==> config.mk <==
export PLATFORM = sky130hd
export DESIGN_NAME = hybrid_task_tick_scheduler_core_flat
export DESIGN_NICKNAME = d
export VERILOG_FILES = /design/src/design/htts_pkg.sv /design/src/design/htts_if.sv /design/src/design/htts_slot_eval.sv /design/src/design/hybrid_task_tick_scheduler_core.sv /design/src/flat_wrapper.sv
export SDC_FILE = /design/constraint.sdc
export NUM_CORES = 1
export LEC_CHECK = 0
export ABC_AREA = 0
export BUFFER_PORTS_ARGS = -buffer_cell sky130_fd_sc_hd__clkbuf_2
export CAP_MARGIN = 25
export CELL_PAD_IN_SITES_DETAIL_PLACEMENT = 1
export CELL_PAD_IN_SITES_GLOBAL_PLACEMENT = 1
export CORE_ASPECT_RATIO = 0.7
export CORE_MARGIN = 2
export CORE_UTILIZATION = 54
export CTS_CLUSTER_SIZE = 25
export DETAILED_ROUTE_END_ITERATION = 7
export GPL_TIMING_DRIVEN = 0
export MAX_ROUTING_LAYER = met4
export PLACE_DENSITY_LB_ADDON = 0.1
export SLEW_MARGIN = 20
export SYNTH_ARGS = -nofsm -noshare
export SYNTH_HDL_FRONTEND = slang
export SYNTH_SLANG_ARGS = --single-unit
==> constraint.sdc <==
create_clock -name clk_i -period 8 [get_ports clk_i]
set_input_delay 0.8 -clock clk_i [delete_from_list [all_inputs] [get_ports clk_i]]
set_output_delay 0.8 -clock clk_i [all_outputs]
set_load 0.005 [all_outputs]
==> src/design/htts_pkg.sv <==
package htts_pkg;

  localparam int TASK_SLOTS = 8;
  localparam int TICK_WIDTH = 16;
  localparam int SLOT_W     = (TASK_SLOTS > 1) ? $clog2(TASK_SLOTS) : 1;

  localparam int ACTION_W = 2;
  localparam int DEL_W    = 3;
  localparam int TIME_W   = 16;
  localparam int KIND_W   = 3;
  localparam int OSLOT_W  = 4;
  localparam int STATUS_W = 2;

  typedef enum logic [ACTION_W-1:0] {
    ACT_ADD      = 2'd0,
    ACT_DELETE   = 2'd1,
    ACT_TICK     = 2'd2,
    ACT_DISPATCH = 2'd3
  } action_e;

  typedef enum logic [KIND_W-1:0] {
    KIND_RUN_NOW       = 3'd0,
    KIND_RUN_COOP      = 3'd1,
    KIND_ADD_DONE      = 3'd2,
    KIND_DELETE_DONE   = 3'd3,
    KIND_TICK_DONE     = 3'd4,
    KIND_DISPATCH_DONE = 3'd5
  } kind_e;

  // Status codes double as the sticky error codes.
  typedef enum logic [STATUS_W-1:0] {
    STATUS_OK    = 2'd0,
    STATUS_FULL  = 2'd1,
    STATUS_EMPTY = 2'd2
  } status_e;

  typedef logic [TICK_WIDTH-1:0] tick_t;

  typedef struct packed {
    logic  emit;
    kind_e kind;
    logic  valid_n;
    logic  coop_n;
    logic  pend_n;
    logic  mem_we;
    tick_t delay_n;
  } slot_upd_t;

endpackage

==> src/design/htts_if.sv <==
interface htts_cmd_if;
  logic                          valid;
  logic                          ready;
  logic [htts_pkg::ACTION_W-1:0] action;
  logic [htts_pkg::DEL_W-1:0]    slot_to_delete;
  logic [htts_pkg::TIME_W-1:0]   first_delay;
  logic [htts_pkg::TIME_W-1:0]   repeat_period;
  logic                          cooperative;

  modport source (output valid, action, slot_to_delete, first_delay, repeat_period,
                  cooperative, input ready);
  modport sink   (input valid, action, slot_to_delete, first_delay, repeat_period,
                  cooperative, output ready);
endinterface

interface htts_res_if;
  logic                          valid;
  logic                          ready;
  logic [htts_pkg::KIND_W-1:0]   kind;
  logic [htts_pkg::OSLOT_W-1:0]  slot;
  logic [htts_pkg::STATUS_W-1:0] status;
  logic [htts_pkg::STATUS_W-1:0] last_error;
  logic                          last;

  modport source (output valid, kind, slot, status, last_error, last, input ready);
  modport sink   (input valid, kind, slot, status, last_error, last, output ready);
endinterface

==> src/design/htts_slot_eval.sv <==
module htts_slot_eval (
  input  logic               dispatch_i,
  input  logic               valid_i,
  input  logic               coop_i,
  input  logic               pend_i,
  input  htts_pkg::tick_t    delay_i,
  input  htts_pkg::tick_t    period_i,
  output htts_pkg::slot_upd_t upd_o
);
  import htts_pkg::*;

  always_comb begin
    upd_o.emit    = 1'b0;
    upd_o.kind    = KIND_RUN_NOW;
    upd_o.valid_n = valid_i;
    upd_o.coop_n  = coop_i;
    upd_o.pend_n  = pend_i;
    upd_o.mem_we  = 1'b0;
    upd_o.delay_n = delay_i;
    if (dispatch_i) begin
      if (valid_i && pend_i) begin
        upd_o.emit   = 1'b1;
        upd_o.kind   = KIND_RUN_COOP;
        upd_o.pend_n = 1'b0;
        // one-shot: drop the slot
        if (period_i == '0) begin
          upd_o.valid_n = 1'b0;
          upd_o.coop_n  = 1'b0;
        end
      end
    end else if (valid_i) begin
      upd_o.mem_we = 1'b1;
      if (delay_i == '0) begin
        if (coop_i) begin
          upd_o.pend_n = 1'b1;
        end else begin
          upd_o.emit   = 1'b1;
          upd_o.kind   = KIND_RUN_NOW;
          upd_o.pend_n = 1'b0;
          if (period_i == '0) begin
            upd_o.valid_n = 1'b0;
          end
        end
        if (period_i != '0) begin
          upd_o.delay_n = period_i;
        end
      end else begin
        upd_o.delay_n = delay_i - tick_t'(1);
      end
    end
  end

endmodule

==> src/design/hybrid_task_tick_scheduler_core.sv <==
// Add and delete: one result, loaded into the result register in the execute state that
// follows the accept state, once the result register is free or being taken.
// Tick and dispatch: the slot table memory is walked one slot per cycle while no run
// result waits on the result port; an item passes through the accept, a read-ahead of
// the first slot, one step per slot and the done beat, and stalls while ready is low.
// Reset clears slot flags, sticky error and control; the delay/period memory is
// not cleared, its entries are used only while their slot is marked valid.
module hybrid_task_tick_scheduler_core (
  input logic             clk_i,
  input logic             rst_ni,
  htts_cmd_if.sink        cmd_i,
  htts_res_if.source      res_o
);
  import htts_pkg::*;

  localparam logic [1:0] ST_IDLE = 2'd0;
  localparam logic [1:0] ST_EXEC = 2'd1;
  localparam logic [1:0] ST_SCAN = 2'd2;
  localparam logic [1:0] ST_DONE = 2'd3;

  logic [1:0] state_q, state_d;
  logic [SLOT_W-1:0] eval_q, eval_d;
  logic rd_ok_q, rd_ok_d;
  logic [TASK_SLOTS-1:0] valid_q, valid_d, coop_q, coop_d, pend_q, pend_d;
  status_e sticky_q, sticky_d;

  action_e action_q;
  logic [DEL_W-1:0] del_q;
  logic [TIME_W-1:0] fdelay_q, period_q;
  logic coop_in_q;

  logic [2*TICK_WIDTH-1:0] mem_q [TASK_SLOTS];
  logic [2*TICK_WIDTH-1:0] rdata_q, mem_wdata;
  logic mem_we, mem_re;
  logic [SLOT_W-1:0] mem_waddr, mem_raddr;
  tick_t rd_delay, rd_period;

  logic out_valid_q;
  kind_e kind_q;
  logic [OSLOT_W-1:0] slot_q;
  status_e status_q, err_q;
  logic last_q;

  logic load, can_load, ld_last;
  kind_e ld_kind;
  logic [OSLOT_W-1:0] ld_slot;
  status_e ld_status;

  logic free_found;
  logic [SLOT_W-1:0] free_idx, del_idx;
  logic del_hit;
  slot_upd_t upd;

  assign cmd_i.ready = (state_q == ST_IDLE);
  assign can_load    = !out_valid_q || res_o.ready;

  assign rd_delay  = rdata_q[TICK_WIDTH-1:0];
  assign rd_period = rdata_q[2*TICK_WIDTH-1 -: TICK_WIDTH];

  assign del_idx = SLOT_W'(del_q);
  assign del_hit = (int'(del_q) < TASK_SLOTS) && valid_q[del_idx];

  // lowest free slot
  always_comb begin
    free_found = 1'b0;
    free_idx   = '0;
    for (int i = TASK_SLOTS - 1; i >= 0; i--) begin
      if (!valid_q[i]) begin
        free_found = 1'b1;
        free_idx   = SLOT_W'(i);
      end
    end
  end

  htts_slot_eval u_eval (
    .dispatch_i (action_q == ACT_DISPATCH),
    .valid_i    (valid_q[eval_q]),
    .coop_i     (coop_q[eval_q]),
    .pend_i     (pend_q[eval_q]),
    .delay_i    (rd_delay),
    .period_i   (rd_period),
    .upd_o      (upd)
  );

  always_comb begin
    state_d   = state_q;
    eval_d    = eval_q;
    rd_ok_d   = rd_ok_q;
    valid_d   = valid_q;
    coop_d    = coop_q;
    pend_d    = pend_q;
    sticky_d  = sticky_q;
    mem_we    = 1'b0;
    mem_waddr = eval_q;
    mem_wdata = {rd_period, upd.delay_n};
    mem_re    = 1'b0;
    mem_raddr = eval_q;
    load      = 1'b0;
    ld_kind   = KIND_RUN_NOW;
    ld_slot   = '0;
    ld_status = STATUS_OK;
    ld_last   = 1'b0;

    unique case (state_q)
      ST_IDLE: begin
        if (cmd_i.valid) begin
          if (action_e'(cmd_i.action) == ACT_ADD ||
              action_e'(cmd_i.action) == ACT_DELETE) begin
            state_d = ST_EXEC;
          end else begin
            state_d = ST_SCAN;
            eval_d  = '0;
            rd_ok_d = 1'b0;
          end
        end
      end

      ST_EXEC: begin
        if (can_load) begin
          load    = 1'b1;
          ld_last = 1'b1;
          state_d = ST_IDLE;
          if (action_q == ACT_ADD) begin
            ld_kind = KIND_ADD_DONE;
            if (free_found) begin
              valid_d[free_idx] = 1'b1;
              coop_d[free_idx]  = coop_in_q;
              pend_d[free_idx]  = 1'b0;
              mem_we    = 1'b1;
              mem_waddr = free_idx;
              mem_wdata = {TICK_WIDTH'(period_q), TICK_WIDTH'(fdelay_q)};
              ld_slot   = OSLOT_W'(free_idx);
            end else begin
              sticky_d  = STATUS_FULL;
              ld_slot   = OSLOT_W'(TASK_SLOTS);
              ld_status = STATUS_FULL;
            end
          end else begin
            ld_kind = KIND_DELETE_DONE;
            ld_slot = OSLOT_W'(del_q);
            if (del_hit) begin
              valid_d[del_idx] = 1'b0;
              coop_d[del_idx]  = 1'b0;
              pend_d[del_idx]  = 1'b0;
            end else begin
              sticky_d  = STATUS_EMPTY;
              ld_status = STATUS_EMPTY;
            end
          end
        end
      end

      ST_SCAN: begin
        if (!rd_ok_q) begin
          mem_re  = 1'b1;
          rd_ok_d = 1'b1;
        end else if (!upd.emit || can_load) begin
          valid_d[eval_q] = upd.valid_n;
          coop_d[eval_q]  = upd.coop_n;
          pend_d[eval_q]  = upd.pend_n;
          mem_we = upd.mem_we;
          if (upd.emit) begin
            load    = 1'b1;
            ld_kind = upd.kind;
            ld_slot = OSLOT_W'(eval_q);
          end
          if (eval_q == SLOT_W'(TASK_SLOTS - 1)) begin
            state_d = ST_DONE;
            rd_ok_d = 1'b0;
          end else begin
            // read ahead the next slot while this one writes back
            eval_d    = eval_q + SLOT_W'(1);
            mem_re    = 1'b1;
            mem_raddr = eval_q + SLOT_W'(1);
          end
        end
      end

      ST_DONE: begin
        if (can_load) begin
          load    = 1'b1;
          ld_last = 1'b1;
          ld_kind = (action_q == ACT_DISPATCH) ? KIND_DISPATCH_DONE : KIND_TICK_DONE;
          state_d = ST_IDLE;
        end
      end
    endcase
  end

  always_ff @(posedge clk_i or negedge rst_ni) begin
    if (!rst_ni) begin
      state_q     <= ST_IDLE;
      eval_q      <= '0;
      rd_ok_q     <= 1'b0;
      valid_q     <= '0;
      coop_q      <= '0;
      pend_q      <= '0;
      sticky_q    <= STATUS_OK;
      out_valid_q <= 1'b0;
    end else begin
      state_q  <= state_d;
      eval_q   <= eval_d;
      rd_ok_q  <= rd_ok_d;
      valid_q  <= valid_d;
      coop_q   <= coop_d;
      pend_q   <= pend_d;
      sticky_q <= sticky_d;
      if (load) begin
        out_valid_q <= 1'b1;
      end else if (res_o.ready) begin
        out_valid_q <= 1'b0;
      end
    end
  end

  // command and result payload
  always_ff @(posedge clk_i) begin
    if (cmd_i.valid && cmd_i.ready) begin
      action_q  <= action_e'(cmd_i.action);
      del_q     <= cmd_i.slot_to_delete;
      fdelay_q  <= cmd_i.first_delay;
      period_q  <= cmd_i.repeat_period;
      coop_in_q <= cmd_i.cooperative;
    end
    if (load) begin
      kind_q   <= ld_kind;
      slot_q   <= ld_slot;
      status_q <= ld_status;
      err_q    <= sticky_d;
      last_q   <= ld_last;
    end
  end

  always_ff @(posedge clk_i) begin
    if (mem_we) begin
      mem_q[mem_waddr] <= mem_wdata;
    end
    if (mem_re) begin
      rdata_q <= mem_q[mem_raddr];
    end
  end

  assign res_o.valid      = out_valid_q;
  assign res_o.kind       = kind_q;
  assign res_o.slot       = slot_q;
  assign res_o.status     = status_q;
  assign res_o.last_error = err_q;
  assign res_o.last       = last_q;

endmodule

==> src/flat_wrapper.sv <==
// flat-port wrapper written by rule: the top's interface ports become plain ports
module hybrid_task_tick_scheduler_core_flat import htts_pkg::*;
  (clk_i, rst_ni, cmd_i_valid, cmd_i_action, cmd_i_slot_to_delete, cmd_i_first_delay, cmd_i_repeat_period, cmd_i_cooperative, cmd_i_ready, res_o_valid, res_o_kind, res_o_slot, res_o_status, res_o_last_error, res_o_last, res_o_ready);
  htts_cmd_if cmd_i_i ();
  htts_res_if res_o_i ();
  input logic clk_i;
  input logic rst_ni;
  input wire logic [$bits(cmd_i_i.valid)-1:0] cmd_i_valid;
  input wire logic [$bits(cmd_i_i.action)-1:0] cmd_i_action;
  input wire logic [$bits(cmd_i_i.slot_to_delete)-1:0] cmd_i_slot_to_delete;
  input wire logic [$bits(cmd_i_i.first_delay)-1:0] cmd_i_first_delay;
  input wire logic [$bits(cmd_i_i.repeat_period)-1:0] cmd_i_repeat_period;
  input wire logic [$bits(cmd_i_i.cooperative)-1:0] cmd_i_cooperative;
  output wire logic [$bits(cmd_i_i.ready)-1:0] cmd_i_ready;
  output wire logic [$bits(res_o_i.valid)-1:0] res_o_valid;
  output wire logic [$bits(res_o_i.kind)-1:0] res_o_kind;
  output wire logic [$bits(res_o_i.slot)-1:0] res_o_slot;
  output wire logic [$bits(res_o_i.status)-1:0] res_o_status;
  output wire logic [$bits(res_o_i.last_error)-1:0] res_o_last_error;
  output wire logic [$bits(res_o_i.last)-1:0] res_o_last;
  input wire logic [$bits(res_o_i.ready)-1:0] res_o_ready;
  assign cmd_i_i.valid = cmd_i_valid;
  assign cmd_i_i.action = cmd_i_action;
  assign cmd_i_i.slot_to_delete = cmd_i_slot_to_delete;
  assign cmd_i_i.first_delay = cmd_i_first_delay;
  assign cmd_i_i.repeat_period = cmd_i_repeat_period;
  assign cmd_i_i.cooperative = cmd_i_cooperative;
  assign cmd_i_ready = cmd_i_i.ready;
  assign res_o_valid = res_o_i.valid;
  assign res_o_kind = res_o_i.kind;
  assign res_o_slot = res_o_i.slot;
  assign res_o_status = res_o_i.status;
  assign res_o_last_error = res_o_i.last_error;
  assign res_o_last = res_o_i.last;
  assign res_o_i.ready = res_o_ready;
  hybrid_task_tick_scheduler_core u_core (.clk_i(clk_i), .rst_ni(rst_ni), .cmd_i(cmd_i_i), .res_o(res_o_i));
endmodule
==> impl_metrics.env, run 1 <==
export IMPL_grt_pass1_vias=18319
export IMPL_die_x_um=232
export IMPL_ys_warn_count=0
export IMPL_io_pins=56
export IMPL_r2r_cells=10
export IMPL_grt_antenna_before_repair=4
export IMPL_grt_overflow_total=0
export IMPL_worst_ep_required_time_ps=8260
export IMPL_drc_errors=0
export IMPL_drt_pass1_iterations=5
export IMPL_seqPwrFrac=0.364
export IMPL_max_freq_mhz=223
export IMPL_async_reset_ff_frac=0.0889
export IMPL_insertion_delay_ps=570
export IMPL_cts_buffers=38
export IMPL_io_buffers=55
export IMPL_reg2reg_slack_ps=3520
export IMPL_wirelength_um=77700
export IMPL_rows=58
export IMPL_grt_max_degree=41
export IMPL_synth_avg_cell_area_um2=9.96
export IMPL_fillerInstances=3921
export IMPL_p_int_mw=4.54
export IMPL_drt_iter0_markers=2305
export IMPL_mostFrequentLayoutCell="nand2_1"
export IMPL_critical_path_class="flop to flop"
export IMPL_track_usage=0.427
export IMPL_finalSetupViolations=0
export IMPL_syn_area_um2=19600
export IMPL_synth_edf_count=338
export IMPL_post_dp_cell_area_um2=20800
export IMPL_num_vias=17495
export IMPL_drtAntennaViolNets=0
export IMPL_powerDensity_nw_per_um2=343
export IMPL_period_share=0.560
export IMPL_sw_frac_of_total=0.403
export IMPL_cp_arrival_ps=4740
export IMPL_wl_per_cell_um=30.0
export IMPL_clkPwrFrac=0.250
export IMPL_slew_headroom=0.239
export IMPL_combPwrFrac=0.386
export IMPL_hold_violations=0
export IMPL_tightest_slew_ps=1140
export IMPL_cts_buffer_depth=3
export IMPL_period_needed_ps=4480
export IMPL_hp_class="primary input to asynchronous set/reset pin"
export IMPL_dieArea_um2=37800
export IMPL_synth_seq_cells=371
export IMPL_final_cell_mix="nand2_1 (374), edfxtp_1 (338), a21oi_1 (279), nand2b_1 (261), nor3_1 (143)"
export IMPL_synth_fp_nets=2015
export IMPL_fin_area_um2=22200
export IMPL_cts_tree="done"
export IMPL_finalMaxSlewViolations=0
export IMPL_synthFlopType="edfxtp_1"
export IMPL_die_h_um=163
export IMPL_via_per_inst=6.76
export IMPL_fin_nets=2124
export IMPL_clockRootBuffer="clkbuf_16"
export IMPL_worstPathMaxFanout=17
export IMPL_hpwl_um=54000
export IMPL_drive_above_1_share=0.103
export IMPL_cts_hold_buf=0
export IMPL_rsz0062_at_grt="false"
export IMPL_p_leak_nw=7.44
export IMPL_vdd_drop_max_mv=0.228
export IMPL_clock_sinks=371
export IMPL_yosys_cell_types_count=75
export IMPL_syn2layout_area_growth_pct=13.2
export IMPL_cap_violations=0
export IMPL_skew_ps=23.6
export IMPL_clk_pin_slew_ps=60
export IMPL_status="completed"
export IMPL_cts_setup_buffers=0
export IMPL_gp_congestion=0.978
export IMPL_p_switching_mw=3.07
export IMPL_cts_resized=0
export IMPL_ctsHtreeMaxLevel=2
export IMPL_grt_pass1_wl_um=115000
export IMPL_coreArea_um2=35800
export IMPL_crit_path_end_kind="flop"
export IMPL_fin_tns_setup_ps=0
export IMPL_synth_seq_area_share=0.561
export IMPL_synthCells=1965
export IMPL_start_util=0.546
export IMPL_start_kind="flop"
## cells by family (layout without fill, tap and decap cells)
kind of cell               count (synthesis)  in the layout  share of synthesized area
AOI/OAI and AO/OA                        461            461                      0.140
and+or+nand+nor                          943            943                      0.241
buffers and inverters                    157            295                     0.0350
xor gates and xnor gates                   2              2                   0.000895
muxes                                     23             23                     0.0175
adders and majority gates                  8              8                    0.00511
other                                      0              4                          0
DFF                                      371            371                      0.561
## layout make-up
cell class              count  area [um^2]  share of cell area
well taps                 480          601              0.0271
plain buffers             140          622              0.0280
inverters                  17         63.8             0.00288
clock buffers              49         1020              0.0462
flip-flops and latches    371        11000               0.495
repair buffers             69          618              0.0279
multi-input cells        1437         7990               0.360
diodes                      4         10.0            0.000451
clock inverters            20          265              0.0120
## registers in the layout, indices dropped and copies added (netlist names), 2 cells and up
| name | flops |
|---|---|
| u_core.mem_q | 256 |
| u_core.coop_q | 8 |
| u_core.period_q | 16 |
| u_core.del_idx | 3 |
| u_core.action_q | 2 |
| u_core.fdelay_q | 16 |
| u_core.res_o.kind | 3 |
| u_core.state_q | 2 |
| u_core.valid_q | 8 |
| u_core.rdata_q | 32 |
| u_core.res_o.last_error | 2 |
| u_core.sticky_q | 2 |
| u_core.pend_q | 8 |
| u_core.res_o.status | 2 |
| u_core.eval_q | 3 |
| u_core.res_o.slot | 4 |
## worst max-delay path: stages (launching register included)
cell and delay (ps):
dfrtp_1 330, clkbuf_1 330, nand4_1 380, or2_2 450, nand2_1 110, clkbuf_1 850, nand2_1 170, o21ai_0 170
nand3b_1 360, nor2_4 730, buf_16 260
## routing by layer
metal / share of wire / up-vias / GRT usage
met5: 0 / - / -
met4: 0.041 / 0 / 0.175
met3: 0.12 / 252 / 0.113
met2: 0.44 / 1231 / 0.637
met1: 0.39 / 8728 / 0.559
li1: - / 7284 / -
## through the flow
| step | utilization | instances | power (mW) | hold slack [ps] | worst slack, ps |
|---|---|---|---|---|---|
| finish | 0.618 | 2587 | 7.62 | 101 | 3520 |
| global route | 0.618 | 2586 | 7.81 | 107 | 3440 |
| CTS | 0.617 | 2581 | 7.47 | 393 | 3690 |
| detailed placement | 0.581 | 2512 | 5.58 | 493 | 3350 |
| global placement | 0.571 | 2500 | 5.42 | 473 | 1280 |
| floorplan | - | 1965 | 4.41 | 451 | 3720 |
## Yosys cell counts (all sizes together), types with 14 or more instances
| master | n | share of area |
|---|---|---|
| nand2 | 374 | 0.072 |
| edfxtp | 338 | 0.52 |
| a21oi | 281 | 0.072 |
| nand2b | 261 | 0.083 |
| nor3 | 143 | 0.037 |
| clkbuf | 104 | 0.020 |
| o21ai | 53 | 0.014 |
| nor2 | 52 | 0.010 |
| nor4 | 39 | 0.015 |
| buf | 36 | 0.012 |
| dfrtp | 33 | 0.042 |
| a31oi | 20 | 0.0064 |
| nand3 | 19 | 0.0049 |
| inv | 17 | 0.0033 |
| o22ai | 14 | 0.0045 |
## final timing paths
path / from / to
max in group asynchronous: rst_ni / u_core.sticky_q[1]
worst max register to register: u_core.valid_q[0] / u_core.mem_q[7][24]
worst min register to register: u_core.pend_q[0] / u_core.pend_q[0]
worst max-delay path: u_core.valid_q[0] / u_core.mem_q[7][24]
min in group clk_i: cmd_i_repeat_period[14] / u_core.period_q[14]
worst min-delay path: rst_ni / u_core.coop_q[0]
## power by group through the flow
| stage | Sequential (mW) | Combinational, mW | Clock [mW] |
|---|---|---|---|
| after CTS | 2.75 | 2.83 | 1.89 |
| after global routing | 2.78 | 3.09 | 1.95 |
| after global placement | 2.80 | 2.62 | 0 |
| after detailed placement | 2.79 | 2.79 | 0 |
| after floorplan | 2.70 | 1.71 | 0 |
| final | 2.77 | 2.94 | 1.90 |
Note: power is estimated with default switching activity, not from simulation.
==> run 2: changes to the inputs <==
--- a/config.mk
+++ b/config.mk
@@ -12,7 +12,7 @@
 export CELL_PAD_IN_SITES_GLOBAL_PLACEMENT = 1
 export CORE_ASPECT_RATIO = 0.7
 export CORE_MARGIN = 2
-export CORE_UTILIZATION = 54
+export CORE_UTILIZATION = 50
 export CTS_CLUSTER_SIZE = 25
 export DETAILED_ROUTE_END_ITERATION = 7
 export GPL_TIMING_DRIVEN = 0
==> constraint.sdc (replaced) <==
create_clock -name clk_i -period 4.5 [get_ports clk_i]
set_input_delay 0.45 -clock clk_i [delete_from_list [all_inputs] [get_ports clk_i]]
set_output_delay 0.45 -clock clk_i [all_outputs]
set_load 0.005 [all_outputs]
==> impl_metrics.env, run 2 (synthesized netlist as in run 1, its figures left out) <==
export IMPL_status="completed"
export IMPL_wirelength_um=77200
export IMPL_powerDensity_nw_per_um2=599
export IMPL_ctsHtreeMaxLevel=2
export IMPL_final_cell_mix="nand2_1 (374), edfxtp_1 (338), a21oi_1 (279), nand2b_1 (261), nor3_1 (143)"
export IMPL_reg2reg_slack_ps=60
export IMPL_p_leak_nw=7.34
export IMPL_io_buffers=55
export IMPL_cts_setup_buffers=0
export IMPL_path_cells="clkbuf_1, nand4_1, or2_2, nand2_1, clkbuf_1, nand2_1, o21ai_0, nand3b_1, nor2_4, buf_16"
export IMPL_grt_overflow_total=0
export IMPL_r2r_start="u_core.valid_q[2]"
export IMPL_syn2layout_area_growth_pct=12.4
export IMPL_finalSetupViolations=0
export IMPL_die_x_um=241
export IMPL_mostFrequentLayoutCell="nand2_1"
export IMPL_die_h_um=170
export IMPL_insertedDiodeCount=0
export IMPL_seqPwrFrac=0.373
export IMPL_cp_arrival_ps=4690
export IMPL_period_needed_ps=4440
export IMPL_num_vias=17334
export IMPL_hold_violations=0
export IMPL_drc_errors=0
export IMPL_cts_buffers=39
export IMPL_io_pins=56
export IMPL_cts_buffer_depth=3
export IMPL_insertion_delay_ps=560
export IMPL_cts_resized=0
export IMPL_combPwrFrac=0.395
export IMPL_crit_start="u_core.valid_q[2]"
export IMPL_drtAntennaViolNets=0
export IMPL_grt_max_degree=41
export IMPL_drt_iter0_markers=2188
export IMPL_dpl_cell_count=2558
export IMPL_clock_sinks=371
export IMPL_fin_tns_setup_ps=0
export IMPL_fin_area_um2=22000
export IMPL_track_usage=0.393
export IMPL_cts_hold_buf=0
export IMPL_r2r_cells=10
export IMPL_post_dp_cell_area_um2=20900
export IMPL_cp_slowest_cell="nor2_4"
export IMPL_wl_per_cell_um=29.4
export IMPL_max_freq_mhz=225
export IMPL_fillerInstances=4259
export IMPL_critical_path_class="flop to flop"
export IMPL_sw_frac_of_total=0.412
export IMPL_grt_pass1_vias=18011
export IMPL_drive_above_1_share=0.0999
export IMPL_top_register="u_core.mem_q"
export IMPL_crit_path_end_kind="flop"
export IMPL_cp_endpoint="u_core.mem_q[7][19]"
export IMPL_vdd_drop_max_mv=0.395
export IMPL_setup_slack_ps=61.0
export IMPL_pre_cts_ws_ps=173
export IMPL_cap_violations=0
export IMPL_instances_no_fill=2629
export IMPL_largest_register_ffs=256
export IMPL_rows=60
export IMPL_finalMaxSlewViolations=0
export IMPL_critPathMaxStageDelay_ps=790
export IMPL_cts_tree="done"
export IMPL_rsz0062_at_grt="false"
export IMPL_clk_pin_slew_ps=60
export IMPL_clkPwrFrac=0.232
export IMPL_utilization=0.571
export IMPL_via_per_inst=6.59
export IMPL_r2r_end="u_core.mem_q[7][19]"
export IMPL_clockRootBuffer="clkbuf_16"
export IMPL_dieArea_um2=40800
export IMPL_coreArea_um2=38500
export IMPL_skew_ps=27.8
export IMPL_slew_headroom=0.275
export IMPL_start_util=0.508
export IMPL_hp_class="primary input to asynchronous set/reset pin"
export IMPL_period_share=0.986
export IMPL_tightest_slew_ps=1080
export IMPL_worstPathMaxFanout=18
export IMPL_gp_congestion=0.968
export IMPL_fin_nets=2123
export IMPL_start_kind="flop"
export IMPL_top_regs="u_core.mem_q: 256 flops, u_core.rdata_q: 32 flops"
export IMPL_p_int_mw=7.75
export IMPL_p_switching_mw=5.42
export IMPL_drt_pass1_iterations=6
export IMPL_grt_pass1_wl_um=114000
export IMPL_hpwl_um=55100
export IMPL_grt_antenna_before_repair=0
export IMPL_worst_ep_required_time_ps=4760
-- run 2: cell types whose count changed in the layout (fill, tap and decap cells not counted), moves of 2 or more --
cell	change
buf_16	-3
bufinv_16	-6
clkbuf_1	+6
clkinv_8	-2
diode_2	-4
inv_6	+2
-- run 2: worst max-delay path: cells and delay by family, from the launching register on --
family | cells | cell delay, ps
flip-flops | 1 | 320
AND/OR/NAND/NOR | 6 | 2300
AO/OA/AOI/OAI | 1 | 150
buffers and inverters | 3 | 1340
-- run 2: worst min path at each step --
stage	startpoint	end	slack, ps
after floorplan	rst_ni	u_core.coop_q[0]	150
after global placement	u_core.pend_q[0]	u_core.pend_q[0]	470
after detailed placement	u_core.pend_q[3]	u_core.pend_q[3]	480
after CTS	cmd_i_repeat_period[7]	u_core.period_q[7]	60
after global routing	cmd_i_repeat_period[1]	u_core.period_q[1]	60
final	rst_ni	u_core.coop_q[7]	40
-- run 2: power groups by stage --
stage / logic, mW / clock network (mW) / registers, mW
global placement: 4.72 / 0 / 4.97
finish: 5.20 / 3.06 / 4.92
global route: 5.46 / 3.18 / 4.94
CTS: 5.02 / 3.04 / 4.90
detailed placement: 4.98 / 0 / 4.96
floorplan: 3.04 / 0 / 4.80
-- run 2: per-stage QoR --
stage | hold WS, ps | power (mW)
after global routing | 55.6 | 13.6
after global placement | 473 | 9.69
final | 44.7 | 13.2
after floorplan | 154 | 7.84
after CTS | 57.9 | 13.0
after detailed placement | 477 | 9.94
-- run 2: layout make-up --
class | count | area (um^2) | share of cell area
Buffer | 140 | 622 | 0.0283
Timing Repair Buffer | 67 | 553 | 0.0251
Sequential cell | 371 | 11000 | 0.499
Inverter | 17 | 63.8 | 0.00290
Clock inverter | 15 | 95.1 | 0.00432
Clock buffer | 55 | 1050 | 0.0475
Multi-Input combinational cell | 1437 | 7990 | 0.363
Tap cell | 527 | 659 | 0.0300
-- run 2: layer usage --
metal | track usage | share of wire | vias up
met5 | - | 0 | -
met3 | 0.0807 | 0.11 | 207
met4 | 0.133 | 0.034 | 0
li1 | - | - | 7283
met2 | 0.581 | 0.44 | 1102
met1 | 0.542 | 0.41 | 8742
==> run 3: changes to the inputs <==
--- a/config.mk
+++ b/config.mk
@@ -16,6 +16,7 @@
 export CTS_CLUSTER_SIZE = 25
 export DETAILED_ROUTE_END_ITERATION = 7
 export GPL_TIMING_DRIVEN = 0
+export HOLD_SLACK_MARGIN = 0.08
 export MAX_ROUTING_LAYER = met4
 export PLACE_DENSITY_LB_ADDON = 0.1
 export SLEW_MARGIN = 20
==> impl_metrics.env, run 3 (synthesized netlist as in run 1, its figures left out) <==
export IMPL_period_needed_ps=4420
export IMPL_crit_path_end_kind="flop"
export IMPL_cp_slowest_cell="nor2_4"
export IMPL_insertion_delay_ps=560
export IMPL_period_share=0.982
export IMPL_critPathMaxStageDelay_ps=790
export IMPL_drt_pass1_iterations=6
export IMPL_mostFrequentLayoutCell="nand2_1"
export IMPL_finalSetupViolations=0
export IMPL_p_leak_nw=7.44
export IMPL_dieArea_um2=40800
export IMPL_die_h_um=170
export IMPL_cts_buffers=39
export IMPL_rsz0062_at_grt="false"
export IMPL_io_pins=56
export IMPL_start_kind="flop"
export IMPL_die_x_um=241
export IMPL_fillerInstances=4243
export IMPL_skew_ps=30.6
export IMPL_grt_pass1_vias=18166
export IMPL_clockRootBuffer="clkbuf_16"
export IMPL_final_cell_mix="nand2_1 (374), edfxtp_1 (338), a21oi_1 (279), nand2b_1 (261), nor3_1 (143)"
export IMPL_fin_nets=2147
export IMPL_syn2layout_area_growth_pct=13.6
export IMPL_drc_errors=0
export IMPL_vdd_drop_max_mv=0.393
export IMPL_top_regs="u_core.mem_q: 256 flops, u_core.rdata_q: 32 flops"
export IMPL_status="completed"
export IMPL_path_buf_inv=3
export IMPL_hp_class="primary input to flop"
export IMPL_top_register="u_core.mem_q"
export IMPL_grt_antenna_before_repair=0
export IMPL_drtAntennaViolNets=0
export IMPL_clock_sinks=371
export IMPL_met3WireLength_um=8730
export IMPL_hpwl_um=55100
export IMPL_drt_iter0_markers=2270
export IMPL_cts_buffer_depth=3
export IMPL_track_usage=0.395
export IMPL_gp_congestion=0.968
export IMPL_finalMaxSlewViolations=0
export IMPL_cts_setup_buffers=0
export IMPL_grt_max_degree=41
export IMPL_grt_overflow_total=0
export IMPL_coreArea_um2=38500
export IMPL_path_delay_family="simple AND/OR/NAND/NOR gates"
export IMPL_cts_tree="done"
export IMPL_max_freq_mhz=226
export IMPL_tightest_slew_ps=1080
export IMPL_hold_violations=0
export IMPL_hold_worst_slack_ps=90.6
export IMPL_largest_register_ffs=256
export IMPL_utilization=0.578
export IMPL_start_util=0.508
export IMPL_ctsHtreeMaxLevel=2
export IMPL_fin_tns_setup_ps=0
export IMPL_worst_ep_required_time_ps=4750
export IMPL_rows=60
export IMPL_highest_layer="met4"
export IMPL_worstPathMaxFanout=18
export IMPL_grt_pass1_wl_um=115000
export IMPL_path_cells="clkbuf_1, nand4_1, or2_2, nand2_1, clkbuf_1, nand2_1, o21ai_0, nand3b_1, nor2_4, buf_16"
export IMPL_routed_wl_met2_um=34200
export IMPL_clk_pin_slew_ps=60
export IMPL_drive_above_1_share=0.0988
export IMPL_via_per_inst=6.59
export IMPL_wl_met1_um=32200
export IMPL_cp_arrival_ps=4670
export IMPL_powerDensity_nw_per_um2=593
export IMPL_num_vias=17492
export IMPL_critical_path_class="flop to flop"
export IMPL_wl_per_cell_um=29.3
export IMPL_cap_violations=0
export IMPL_wirelength_um=77700
export IMPL_slew_headroom=0.272
export IMPL_io_buffers=55
-- run 3: cell count changes in the layout (fill, tap and decap cells not counted) --
cell,change
diode_2,+1
dlygate4sd3_1,+24
-- run 3: through the flow --
step / total power, mW / cells / setup WS (ps) / instance area (um^2)
global placement: 9.69 / 2547 / -2190 / 20500
detailed placement: 9.94 / 2558 / 173 / 20900
global route: 13.6 / 2653 / 10.5 / 22200
CTS: 13.0 / 2652 / 159 / 22200
finish: 13.2 / 2654 / 82.8 / 22300
floorplan: 7.84 / 1965 / 436 / 19600
-- run 3: repair_timing --
item | CTS | global route
hold buffers | 24 | 0
hold endpoints to repair | 42 | 0
setup endpoints to repair | 0 | 1
resized for setup | 0 | 0
-- run 3: layer usage --
| layer | up-vias | global-route usage |
|---|---|---|
| li1 | 7333 | - |
| met1 | 8854 | 0.544 |
| met2 | 1100 | 0.585 |
| met3 | 205 | 0.0799 |
| met4 | 0 | 0.136 |
| met5 | - | - |
-- run 3: report_power, final --
part	switching, mW	internal (mW)	total [mW]
combinational	3.67	1.55	5.22
sequential	0.339	4.58	4.92
clock	1.43	1.64	3.06
total	5.44	7.76	13.2
-- run 3: worst register-to-register path: cells and delay by family (launching register included) --
kind                   cells  cell delay (ps)
DFF                        1              320
and+or+nand+nor            6             2270
AOI/OAI and AO/OA          1              150
buffers and inverters      3             1360
-- run 3: layout make-up --
type	count	area, um^2	area share
inverters	17	63.8	0.00287
well taps	527	659	0.0296
repair buffers	91	793	0.0357
multi-input cells	1437	7990	0.359
plain buffers	140	622	0.0279
flip-flops and latches	371	11000	0.493
clock buffers	55	1050	0.0470
clock inverters	15	95.1	0.00427
diodes	1	2.50	0.000112
-- run 3: worst paths after layout --
kind / cells after the start / slack, ps / startpoint / to
worst max-delay path: 10 / 80 / u_core.valid_q[2] / u_core.mem_q[7][28]
worst min-delay path: 1 / 90 / cmd_i_first_delay[14] / u_core.fdelay_q[14]
worst max register to register: 10 / 80 / u_core.valid_q[2] / u_core.mem_q[7][28]
worst min register to register: 1 / 500 / u_core.pend_q[5] / u_core.pend_q[5]
max in group asynchronous: 2 / 3310 / rst_ni / u_core.state_q[0]
min in group asynchronous: 2 / 590 / rst_ni / u_core.pend_q[3]
